### src/lkvc_pkg.sv
// ----------------------------------------------------------------------------
// lkvc_pkg: shared types and constants of the LRU key-value cache
// Item layouts, opcodes and derived widths for the cache datapath.
// ----------------------------------------------------------------------------
`default_nettype none

package lkvc_pkg;

    localparam int ENTRIES = 16;
    localparam int IDX_W   = (ENTRIES > 1) ? $clog2(ENTRIES) : 1;
    localparam int RANK_W  = IDX_W;
    localparam int CNT_W   = $clog2(ENTRIES + 1);
    localparam int CAP_W   = 5;
    localparam int CMP_W   = (CAP_W > CNT_W) ? CAP_W : CNT_W;
    localparam int DATA_W  = 32;

    localparam logic [CAP_W-1:0] CAP_RESET = CAP_W'(16);

    localparam logic OP_GET = 1'b0;
    localparam logic OP_PUT = 1'b1;

    typedef struct packed {
        logic                     opcode;
        logic signed [DATA_W-1:0] lookup_key;
        logic signed [DATA_W-1:0] write_value;
    } in_item_t;

    typedef struct packed {
        logic                     hit;
        logic signed [DATA_W-1:0] read_value;
    } out_item_t;

    typedef struct packed {
        logic [DATA_W-1:0] key;
        logic [DATA_W-1:0] value;
    } entry_t;

endpackage

`default_nettype wire

### src/lru_key_value_cache_unit.sv
// ----------------------------------------------------------------------------
// lru_key_value_cache_unit: fully associative key-value cache, LRU replacement
// An accepted access steps through the states scan (one sequential read of
//   the entry memory per slot), drain (the compare of the last slot) and
//   commit, which writes back the entry on a put and updates the recency ranks.
// The next item is taken only back in idle, once the commit of the last one
//   is through. A get holds in commit while an earlier result still waits,
//   stalled, in the output register.
// Reset clears valid marks, ranks, count and handshakes; capacity returns to 16.
// ----------------------------------------------------------------------------
`default_nettype none

module lru_key_value_cache_unit (
    input  wire logic              clk,
    input  wire logic              rst_n,
    input  wire logic              in_valid,
    output logic                   in_stall,
    input  wire lkvc_pkg::in_item_t  in_item,
    output logic                   out_valid,
    input  wire logic              out_stall,
    output lkvc_pkg::out_item_t    out_item,
    input  wire logic              cfg_write_en,
    input  wire logic [lkvc_pkg::CAP_W-1:0] cfg_write_data
);
    import lkvc_pkg::*;

    typedef enum logic [1:0] {
        S_IDLE,
        S_SCAN,
        S_DRAIN,
        S_COMMIT
    } state_t;

    typedef logic [RANK_W-1:0] rank_t;

    // Key and value of every slot live in one synchronous memory; valid marks
    // and recency ranks sit in flops next to it, one cell per slot.
    entry_t key_value_mem [ENTRIES];
    entry_t mem_rdata_reg;

    state_t             state_reg;
    logic [CAP_W-1:0]   capacity_reg;
    logic [ENTRIES-1:0] valid_reg;
    logic [ENTRIES-1:0] valid_next;
    rank_t [ENTRIES-1:0] rank_reg;
    rank_t [ENTRIES-1:0] rank_next;
    logic [CNT_W-1:0]   count_reg;
    logic [CNT_W-1:0]   count_next;

    // Item held for the whole access.
    logic               op_reg;
    logic [DATA_W-1:0]  key_reg;
    logic [DATA_W-1:0]  wval_reg;

    // Scan pointer and the compare stage that trails it by one register.
    logic [IDX_W-1:0]   rd_idx_reg;
    logic               cmp_en_reg;
    logic [IDX_W-1:0]   cmp_idx_reg;

    // What the scan has found so far.
    logic               match_found_reg;
    logic [IDX_W-1:0]   match_idx_reg;
    logic [DATA_W-1:0]  match_val_reg;
    logic               free_found_reg;
    logic [IDX_W-1:0]   free_idx_reg;
    logic               victim_found_reg;
    logic [IDX_W-1:0]   victim_idx_reg;
    rank_t              victim_rank_reg;

    logic               out_valid_reg;
    out_item_t          out_item_reg;

    // Commit-cycle decisions.
    logic               commit_go;
    logic               out_load;
    logic               mem_we;
    logic [IDX_W-1:0]   mem_waddr;
    logic               do_promote;
    logic [IDX_W-1:0]   promote_idx;
    logic               do_fill;
    rank_t              old_rank;
    logic [CMP_W-1:0]   eff_cap;
    logic [CMP_W-1:0]   count_wide;
    logic               cmp_valid;
    logic               cmp_key_eq;

    assign in_stall  = (state_reg != S_IDLE);
    assign out_valid = out_valid_reg;
    assign out_item  = out_item_reg;

    // Clamp capacity: zero behaves as one, anything above the slot count as
    // the slot count.
    always_comb
    begin
        eff_cap = CMP_W'(capacity_reg);
        if (capacity_reg == '0)
        begin
            eff_cap = CMP_W'(1);
        end
        if (eff_cap > CMP_W'(ENTRIES))
        begin
            eff_cap = CMP_W'(ENTRIES);
        end
        count_wide = CMP_W'(count_reg);
    end

    assign cmp_valid  = valid_reg[cmp_idx_reg];
    assign cmp_key_eq = (mem_rdata_reg.key == key_reg);

    // A get may only finish when the output register is free or draining.
    assign commit_go = (state_reg == S_COMMIT) &&
                       ((op_reg == OP_PUT) || !out_valid_reg || !out_stall);
    assign out_load  = commit_go && (op_reg == OP_GET);

    // Decide the write-back and the rank update of the commit cycle.
    always_comb
    begin
        mem_we      = 1'b0;
        mem_waddr   = match_idx_reg;
        do_promote  = 1'b0;
        promote_idx = match_idx_reg;
        do_fill     = 1'b0;
        if (commit_go)
        begin
            if (op_reg == OP_GET)
            begin
                do_promote = match_found_reg;
            end
            else if (match_found_reg)
            begin
                mem_we     = 1'b1;
                do_promote = 1'b1;
            end
            else if ((count_wide < eff_cap) && free_found_reg)
            begin
                mem_we    = 1'b1;
                mem_waddr = free_idx_reg;
                do_fill   = 1'b1;
            end
            else
            begin
                // Evict the least recent slot and reuse it.
                mem_we      = victim_found_reg;
                mem_waddr   = victim_idx_reg;
                do_promote  = victim_found_reg;
                promote_idx = victim_idx_reg;
            end
        end
    end

    // Age every more recent slot by one and make the touched slot most recent;
    // a fill ages every valid slot.
    always_comb
    begin
        old_rank   = rank_reg[promote_idx];
        rank_next  = rank_reg;
        valid_next = valid_reg;
        count_next = count_reg;
        for (int j = 0; j < ENTRIES; j++)
        begin
            if (do_promote && valid_reg[j] && (IDX_W'(j) != promote_idx) &&
                (rank_reg[j] < old_rank))
            begin
                rank_next[j] = rank_reg[j] + rank_t'(1);
            end
            if (do_fill && valid_reg[j])
            begin
                rank_next[j] = rank_reg[j] + rank_t'(1);
            end
        end
        if (do_promote)
        begin
            rank_next[promote_idx] = '0;
        end
        if (do_fill)
        begin
            rank_next[free_idx_reg]  = '0;
            valid_next[free_idx_reg] = 1'b1;
            count_next               = count_reg + CNT_W'(1);
        end
    end

    // Entry memory: one read and one write port, read data registered.
    always_ff @(posedge clk)
    begin
        if (state_reg == S_SCAN)
        begin
            mem_rdata_reg <= key_value_mem[rd_idx_reg];
        end
        if (mem_we)
        begin
            key_value_mem[mem_waddr] <= '{key: key_reg, value: wval_reg};
        end
    end

    // Output payload holds until the item is taken.
    always_ff @(posedge clk)
    begin
        if (out_load)
        begin
            out_item_reg.hit        <= match_found_reg;
            out_item_reg.read_value <= match_found_reg ? match_val_reg : '1;
        end
    end

    // Item and scan results: payload, no reset needed.
    always_ff @(posedge clk)
    begin
        if ((state_reg == S_IDLE) && in_valid)
        begin
            op_reg   <= in_item.opcode;
            key_reg  <= in_item.lookup_key;
            wval_reg <= in_item.write_value;
        end
        if (cmp_en_reg)
        begin
            if (cmp_valid && cmp_key_eq && !match_found_reg)
            begin
                match_idx_reg <= cmp_idx_reg;
                match_val_reg <= mem_rdata_reg.value;
            end
            if (!cmp_valid && !free_found_reg)
            begin
                free_idx_reg <= cmp_idx_reg;
            end
            if (cmp_valid && (!victim_found_reg ||
                              (rank_reg[cmp_idx_reg] >= victim_rank_reg)))
            begin
                victim_idx_reg  <= cmp_idx_reg;
                victim_rank_reg <= rank_reg[cmp_idx_reg];
            end
        end
    end

    // Control state, cache bookkeeping and output handshake.
    always_ff @(posedge clk or negedge rst_n)
    begin
        if (!rst_n)
        begin
            state_reg        <= S_IDLE;
            capacity_reg     <= CAP_RESET;
            valid_reg        <= '0;
            rank_reg         <= '0;
            count_reg        <= '0;
            rd_idx_reg       <= '0;
            cmp_en_reg       <= 1'b0;
            cmp_idx_reg      <= '0;
            match_found_reg  <= 1'b0;
            free_found_reg   <= 1'b0;
            victim_found_reg <= 1'b0;
            out_valid_reg    <= 1'b0;
        end
        else
        begin
            if (cfg_write_en)
            begin
                capacity_reg <= cfg_write_data;
            end

            valid_reg <= valid_next;
            rank_reg  <= rank_next;
            count_reg <= count_next;

            cmp_en_reg  <= (state_reg == S_SCAN);
            cmp_idx_reg <= rd_idx_reg;

            if (cmp_en_reg)
            begin
                if (cmp_valid && cmp_key_eq)
                begin
                    match_found_reg <= 1'b1;
                end
                if (!cmp_valid)
                begin
                    free_found_reg <= 1'b1;
                end
                if (cmp_valid)
                begin
                    victim_found_reg <= 1'b1;
                end
            end

            // Hold a stalled result; load a new one as the old one leaves.
            out_valid_reg <= out_load || (out_valid_reg && out_stall);

            unique case (state_reg)
                S_IDLE:
                begin
                    if (in_valid)
                    begin
                        rd_idx_reg       <= '0;
                        match_found_reg  <= 1'b0;
                        free_found_reg   <= 1'b0;
                        victim_found_reg <= 1'b0;
                        state_reg        <= S_SCAN;
                    end
                end
                S_SCAN:
                begin
                    // Advance one slot a cycle; stop after the last one.
                    rd_idx_reg <= rd_idx_reg + IDX_W'(1);
                    if (rd_idx_reg == IDX_W'(ENTRIES - 1))
                    begin
                        state_reg <= S_DRAIN;
                    end
                end
                S_DRAIN:
                begin
                    state_reg <= S_COMMIT;
                end
                S_COMMIT:
                begin
                    if (commit_go)
                    begin
                        state_reg <= S_IDLE;
                    end
                end
            endcase
        end
    end

    // The fill count always matches the number of valid slots.
    assert property (@(posedge clk) disable iff (!rst_n)
        $countones(valid_reg) == int'(count_reg))
        else $error("occupied count out of step with valid marks");

    // The count never shrinks: evictions reuse a slot.
    assert property (@(posedge clk) disable iff (!rst_n)
        count_reg >= $past(count_reg))
        else $error("occupied count decreased");

    // Every write-back leaves a valid slot behind it.
    assert property (@(posedge clk) disable iff (!rst_n)
        mem_we |=> valid_reg[$past(mem_waddr)])
        else $error("entry written into a slot left invalid");

    // A hit found by the scan always names a valid slot.
    assert property (@(posedge clk) disable iff (!rst_n)
        (state_reg == S_COMMIT && match_found_reg) |-> valid_reg[match_idx_reg])
        else $error("hit on an invalid slot");

    // A result is loaded only on the commit of a get.
    assert property (@(posedge clk) disable iff (!rst_n)
        ($rose(out_valid_reg)) |-> ($past(state_reg) == S_COMMIT && $past(op_reg) == OP_GET))
        else $error("result produced outside a get commit");

endmodule

`default_nettype wire

### config.mk
export PLATFORM = sky130hd
export DESIGN_NAME = lru_key_value_cache_unit
export DESIGN_NICKNAME = d
export VERILOG_FILES = /design/src/lkvc_pkg.sv /design/src/lru_key_value_cache_unit.sv
export SDC_FILE = /design/constraint.sdc
export NUM_CORES = 1
export LEC_CHECK = 0
export BUFFER_PORTS_ARGS = -buffer_cell sky130_fd_sc_hd__buf_4
export CORE_MARGIN = 2
export CORE_UTILIZATION = 50
export CTS_BUF_LIST = sky130_fd_sc_hd__clkbuf_8
export CTS_CLUSTER_SIZE = 20
export DETAILED_ROUTE_END_ITERATION = 7
export GPL_ROUTABILITY_DRIVEN = 0
export GPL_TIMING_DRIVEN = 0
export PLACE_DENSITY = 0.62
export SETUP_SLACK_MARGIN = 0.05
export SLEW_MARGIN = 20
export SYNTH_ARGS = -nofsm -noshare
export SYNTH_HDL_FRONTEND = slang
export SYNTH_SLANG_ARGS = --single-unit
### constraint.sdc
create_clock -name clk -period 6.6 [get_ports clk]
set_input_delay 0.33 -clock clk [delete_from_list [all_inputs] [get_ports clk]]
set_output_delay 0.33 -clock clk [all_outputs]
set_load 0.05 [all_outputs]
==> key figures, run 1 <==
Drt
  – First drt pass iteration count: 6
  – DR WL/cell: approximately 30 um
  – DRC viols: 0
  – Final ANT Viol Nets: 0
  – Vias/cell: 6.22
  – Vias: about 30000
  – Final wirelength: 140000 um
  – DRT iter0 DRCs: about 3400

Clock network
  – TritonCTS clock tree: yes
  – H-tree lvl count: 4
  – Clock Tree Buf Depth: 3
  – Worst skew pair latency: a little under 0.9 ns
  – CTS Buf Count: 212
  – Clk pin slew, worst setup/hold paths: approximately 0.060 ns
  – Clock sink count: approximately 1300
  – Setup Buffers After CTS: 0
  – Root Driver: clkbuf_8

STA
  – Hold Fails Final Rpt: 0
  – RSZ-0062 raised after global routing: false
  – Max Fclk: 170 MHz
  – Rel. slew slack: around a quarter
  – Max-slew violation count: 0
  – Final Cycle Share: between 80 and 90%
  – Slew @ Worst Pin: approximately 1.1 ns
  – Final WS setup: 0.719 ns
  – Hold_ws: around 0.15 ns
  – Final min period: approximately 5.9 ns
  – # setup viols final: 0
  – Worst Skew: between 0.05 and 0.06 ns

Critical path
  – Worst Setup End Kind: flop
  – Critical path origin: capacity_reg[4]$_DFFE_PN1P_
  – Critical Path Fanout Max: 10
  – Critical path required time: between 7 and 8 ns
  – Crit path DAT: between 6 and 7 ns
  – CP Class: reg -> reg
  – R2R Path Start: capacity_reg[4]$_DFFE_PN1P_
  – Critical Path Start Type: flop

Power and ir drop
  – Worst VDD drop: between 0.2 and 0.25 mV
  – PwrDens: 349 mW/mm^2
  – Leakage Power: 21.0 nW
  – Total power: approximately 0.022 W

Floorplan
  – Die footprint: about 0.11 mm^2
  – # IOs: 110
  – Initial Util: 50.2%
  – Die W: roughly 330 um
  – Core footprint: roughly 0.11 mm^2
  – FP Rows: 121
  – Die height: 334 um

Synth
  – Mapped Area: 0.0544 mm^2
  – Synth Area in Adders: under 10%
  – Yosys warning total: 0
  – Simple-Gate Fraction of Synth Area: under 10%
  – Post-synth ARST share: between 7 and 8%
  – Synth Register Bits: approximately 1300
  – Area fraction in compound gates after synthesis: between 3 and 4%
  – Post-Synthesis Cells: 2701
  – XOR/XNOR Fraction of Synth Area: 0.595%
  – Unique cell type count in the Yosys netlist: 68
  – Post-synthesis sequential area ratio: 72.9%
  – Largest area contributor in the netlist: edfxtp_1
  – Top_reg_cell synth: edfxtp_1
  – Area contributors post-synth: edfxtp_1 68%, mux4_2 15%, dfrtp_1 4.8%, ha_1 1.8%, nand3_1 0.87%
  – Number of synthesized flops with an enable pin: ~1200
  – Synth top cells by count: 1234 x edfxtp_1, 357 x mux4_2, 104 x dfrtp_1
  – Most common cell in the netlist: edfxtp_1
  – Mean Syn Cell Area: 20.2 um^2
  – Post-synth top area share: approximately two thirds
  – Net Count, Synth: approximately 2900
  – Largest family of logic cells by synthesized area: multiplexers
  – Proportion of synthesized area in mux cells: around 15%

Final layout
  – Non-Filler Instances: approximately 4800
  – Multi-input logic area: about 0.014 mm^2
  – Layout area overhead: 17.0%
  – Max FFs per register: between 1000 and 1500
  – Share of post-route cells with drive strength above 1: between 20% and 30%
  – Layout Nets: roughly 3300
  – Register area: slightly below 0.04 mm^2
  – Core Util, Final: between 50 and 60%
  – Fill cells: between 7000 and 8000

Global routing
  – Initial antenna violation count: 2
  – First-pass GRT wire length: between 200000 and 250000 um
  – Vias in the first global route: 30800
  – Largest net degree at the start of global routing: 106
  – Overall Global Routing Usage: about a quarter
  – GR Overflow Total: 0

Job
  – Max Cap Viol: 0

Placement
  – Dpl ws: 0.745 ns
  – I/O Buffers: 109
  – Detailed Place HPWL: around 91000 um
  – Dpl cells: about 4300

Run status
  – Status: finished clean

Worst hold path
  – Hold Path Class: in -> async
[metal layers]
| layer | routed length, um | track usage (%) | part of all wire (%) | vias to the layer above |
|---|---|---|---|---|
| li1 | - | - | - | 12400 |
| met1 | 56000 | 34.2 | 40 | 15700 |
| met4 | 4380 | 9.10 | 3.1 | 0 |
| met3 | 9370 | 4.49 | 6.7 | 291 |
| met2 | 70300 | 42.3 | 50 | 1306 |
| met5 | 0 | 0 | 0 | - |
[worst paths after layout]
| kind | endpoint | slack [ns] | depth (start not counted) |
|---|---|---|---|
| worst max-delay path | rank_reg[43]$_DFF_PN0_ | 0.72 | 19 |
| worst min-delay path | rank_reg[44]$_DFF_PN0_ | 0.15 | 2 |
| worst max register to register | rank_reg[43]$_DFF_PN0_ | 0.72 | 19 |
| worst min register to register | cmp_idx_reg[3]$_DFF_PN0_ | 0.39 | 0 |
| max in group asynchronous | state_reg[0]$_DFFE_PN0P_ | 5.79 | 2 |
| min in group clk | wval_reg[6]$_DFFE_PP_ | 0.16 | 2 |
[worst max-delay path, cell delays in order (launching register included)]
cell and delay [ns]:
dfstp_2 0.54, inv_1 0.09, nand2_1 0.07, ha_1 0.23, a21o_1 0.22, a211o_1 0.43
o21ai_2 0.18, buf_6 0.18, mux2i_1 0.73, mux4_2 0.59, o22a_1 0.27, o221ai_2 0.23
buf_6 0.26, ha_1 0.27, a211oi_1 0.24, o311ai_0 0.27, nor3_1 0.35, nand4_4 0.17
a2111o_1 0.41, nand3_1 0.10
[cells by family after synthesis]
kind of cell    count (synthesis)
flops                        1339
simple gates                  445
mux                           393
compound gates                252
buf+inv                       157
fa+ha+maj                      78
xor+xnor                       37
[cells in the final DEF (no fill, tap or decap), types with 7 or more instances in the layout]
cell,Yosys,layout
a2111o_1,30,30
a211oi_1,16,16
a21oi_1,35,34
a311o_1,12,12
a31oi_1,31,31
and3_1,35,35
buf_12,1,38
buf_16,0,36
buf_2,5,20
buf_4,0,113
clkbuf_1,79,67
clkbuf_2,0,16
clkbuf_8,0,219
clkinv_1,0,67
clkinv_2,0,26
dfrtp_1,104,104
dlygate4sd3_1,0,74
edfxtp_1,1234,1234
ha_1,78,77
inv_1,47,113
mux2_2,7,7
mux2i_1,28,28
mux4_2,357,357
nand2_1,91,91
nand2b_1,46,46
nand3_1,95,95
nand4_1,12,12
nand4_4,10,10
nor2_1,44,32
nor2_4,0,12
nor3_1,34,34
nor4_1,41,40
o211ai_1,14,14
o21ai_0,35,35
o21ai_1,9,9
o22a_1,15,15
o22ai_1,12,12
xor2_1,33,33
[power breakdown]
group / total (W) / switching, W / internal, W
clock network: 0.00648 / 0.00324 / 0.00324
logic: 0.00491 / 0.00264 / 0.00227
registers: 0.0108 / 0.000631 / 0.0102
total: 0.0222 / 0.00652 / 0.0157
[area by class of cell]
type	count	area share, %
Clock inverter	174	1.41
Inverter	47	0.285
Buffer	110	0.792
Timing Repair Buffer	266	5.29
Clock buffer	218	4.71
Tap cell	1414	2.78
Sequential cell	1339	62.3
Multi-Input combinational cell	1205	22.4
Antenna cell	1	0.00393
[timing repair]
| item | CTS | global route |
|---|---|---|
| endpoints found under the hold margin | 213 | 0 |
| resized for setup | 0 | 0 |
| hold buffers | 74 | 0 |
[metrics by stage]
step	cell area (um^2)	setup TNS [ns]
after floorplan	54400	0
after global placement	57000	-3796.37
after detailed placement	59000	0
after CTS	63700	0
after global routing	63700	0
final	63700	0
(Power assumes the default switching activity.)
==> inputs of run 2 (changes only) <==
Settings changed: RECOVER_POWER from default to 50.
==> run 2 against run 1 <==
The run now ends with max-capacitance violations, max-slew violations left. Critical endpoint unchanged. Hold slack better by 0.029 ns. Final area decreased by 0.32%. Largest cell class unchanged. Highest routed layer unchanged. Count of clock-buffer cells in the layout did not move.
==> key figures, run 2 (synthesis results as in run 1) <==
Drt
  – DRT iter0 DRCs: approximately 3200
  – DR WL/cell: between 20 and 30 um
  – Final wirelength: between 100000 and 150000 um
  – Vias: roughly 30000
  – Vias/cell: about 6.2
  – DRC viols: 0
  – Final ANT Viol Nets: 0
  – First drt pass iteration count: 8

STA
  – Max Fclk: roughly 170 MHz
  – Hold_ws: 0.177 ns
  – Final min period: roughly 5.9 ns
  – Worst Skew: slightly below 0.06 ns
  – Final Cycle Share: between 80% and 90%
  – Max-slew violation count: ~160
  – # setup viols final: 0
  – Rel. slew slack: -255%
  – Slew @ Worst Pin: 5.33 ns
  – RSZ-0062 raised after global routing: false
  – Setup TNS: 0 ns
  – Hold Fails Final Rpt: 0
  – Final WS setup: 0.710 ns

Critical path
  – Critical Path Fanout Max: 10
  – Crit-path cells: inv_1 > nand2_1 > ha_1 > a21o_1 > a211o_1 > o21ai_2 > buf_6 > mux2i_1 > mux4_2 > o22a_1 > o221ai_2 > buf_6 > ha_1 > a211oi_1 > o311ai_0 > nor3_1 > nand4_4 > a2111o_1 > nand3_1
  – Crit path max-delay cell type: mux2i_1
  – Critical Path Start Type: flop
  – Reg2reg setup slack: 0.71 ns
  – Reg2Reg Capture Point: rank_reg[43]$_DFF_PN0_
  – Worst Setup End Kind: flop
  – CP Class: reg -> reg
  – Crit path DAT: approximately 6.7 ns
  – R2R Path Start: capacity_reg[4]$_DFFE_PN1P_
  – Critical path required time: approximately 7.4 ns
  – R2r worst-path depth: 19
  – CP peak stage delay: approximately 0.72 ns

Final layout
  – Commonest non-fill, non-tap cell in the layout: edfxtp_1
  – Max FFs per register: roughly 1000
  – Share of post-route cells with drive strength above 1: 26.0%
  – Layout area overhead: 16.6%
  – Commonest cells after routing, fill and taps aside: 1234 x edfxtp_1, 357 x mux4_2, 218 x clkbuf_8
  – Layout Nets: about 3300
  – Fill cells: 7931
  – Post-layout instance area: about 0.063 mm^2

Floorplan
  – Initial Util: 50.2%
  – Core footprint: 0.108 mm^2
  – FP Rows: approximately 120
  – Die height: ~330 um
  – Die W: between 300 and 400 um
  – # IOs: 110
  – Die footprint: approximately 0.11 mm^2

Power and ir drop
  – PwrDens: around 350 mW/mm^2
  – Total power: about 0.022 W
  – Leakage Power: 20.8 nW
  – Worst VDD drop: 0.223 mV

Global routing
  – Largest net degree at the start of global routing: roughly 110
  – Overall Global Routing Usage: 25.5%
  – First-pass GRT wire length: between 200000 and 250000 um
  – GR Overflow Total: 0
  – Vias in the first global route: 30800
  – Initial antenna violation count: 2

Clock network
  – Root Driver: clkbuf_8
  – Worst skew pair latency: roughly 0.89 ns
  – Clock Tree Buf Depth: 3
  – CTS Buf Count: approximately 210
  – Setup Buffers After CTS: 0
  – H-tree lvl count: 4
  – TritonCTS clock tree: yes
  – Clk pin slew, worst setup/hold paths: about 0.060 ns
  – Clock sink count: 1339

Worst hold path
  – Hold Path Class: in -> reg
  – Endpoint, Worst Hold: wval_reg[5]$_DFFE_PP_
  – WHS Path Cells: 2
  – Hold path start: in_item[5]

Placement
  – Placed Area: approximately 0.06 mm^2
  – Dpl ws: 0.745 ns
  – Detailed Place HPWL: 90700 um
  – I/O Buffers: between 100 and 150

Job
  – Max Cap Viol: 3

Run status
  – Failing checks: max-capacitance violations, max-slew violations
  – Status: complete, but fails checks
## run 2: cell types whose count changed in the layout (fill, tap and decap cells not counted), moves of 3 or more
| cell | delta |
|---|---|
| clkbuf_1 | +33 |
| buf_4 | -71 |
| clkbuf_4 | +42 |
| buf_12 | -3 |
## run 2: layout make-up
| type | count | area [um^2] | share of cell area [%] |
|---|---|---|---|
| flip-flops and latches | 1339 | 39700 | 62.5 |
| well taps | 1414 | 1770 | 2.79 |
| diodes | 2 | 5.00 | 0.00788 |
| inverters | 47 | 181 | 0.286 |
| repair buffers | 266 | 3190 | 5.02 |
| multi-input cells | 1205 | 14300 | 22.5 |
| clock buffers | 218 | 3000 | 4.73 |
| plain buffers | 110 | 504 | 0.794 |
| clock inverters | 174 | 896 | 1.41 |
## run 2: how the worst max path moves through the flow
| stage | startpoint | to | slack (ns) | depth (start not counted) |
|---|---|---|---|---|
| after floorplan | capacity_reg[4]$_DFFE_PN1P_ | key_value_mem[10][0]$_DFFE_PP_ | 0.72 | 10 |
| after global placement | capacity_reg[4]$_DFFE_PN1P_ | key_value_mem[0][26]$_DFFE_PP_ | -4.22 | 10 |
| after detailed placement | capacity_reg[4]$_DFFE_PN1P_ | rank_reg[43]$_DFF_PN0_ | 0.74 | 19 |
| after CTS | capacity_reg[4]$_DFFE_PN1P_ | rank_reg[43]$_DFF_PN0_ | 0.73 | 19 |
| after global routing | capacity_reg[4]$_DFFE_PN1P_ | rank_reg[43]$_DFF_PN0_ | 0.33 | 19 |
| final | capacity_reg[4]$_DFFE_PN1P_ | rank_reg[43]$_DFF_PN0_ | 0.71 | 19 |
## run 2: stage by stage
step / std cells / util, %
after floorplan: 2701 / -
after global placement: 4224 / 52.6
after detailed placement: 4307 / 54.5
after CTS: 4773 / 58.7
after global routing: 4774 / 58.6
final: 4775 / 58.6
## run 2: power by group
group	leakage [nW]	total, W	internal [W]	switching [W]
Sequential	12.5	0.0108	0.0102	0.000628
Clock	2.25	0.00649	0.00324	0.00325
Combinational	6.09	0.00485	0.00222	0.00263
## run 2: metal layers
layer / routed length, um / GRT usage [%]
met1: 55500 / 34.2
met2: 70200 / 42.3
met4: 4430 / 9.10
met3: 9860 / 4.49
met5: 0 / 0
## run 2: worst max-delay path, delay by kind of cell (launching register included)
| family | cells | cell delay (ns) |
|---|---|---|
| compound gates | 8 | 2.25 |
| fa+ha+maj | 2 | 0.50 |
| buf+inv | 3 | 0.53 |
| flops | 1 | 0.54 |
| mux | 2 | 1.31 |
| simple gates | 4 | 0.69 |
## run 2: timing repair
action                    4_1_cts  5_1_grt
resized for setup               0        0
hold endpoints to repair      213        0
hold buffers                   74        0
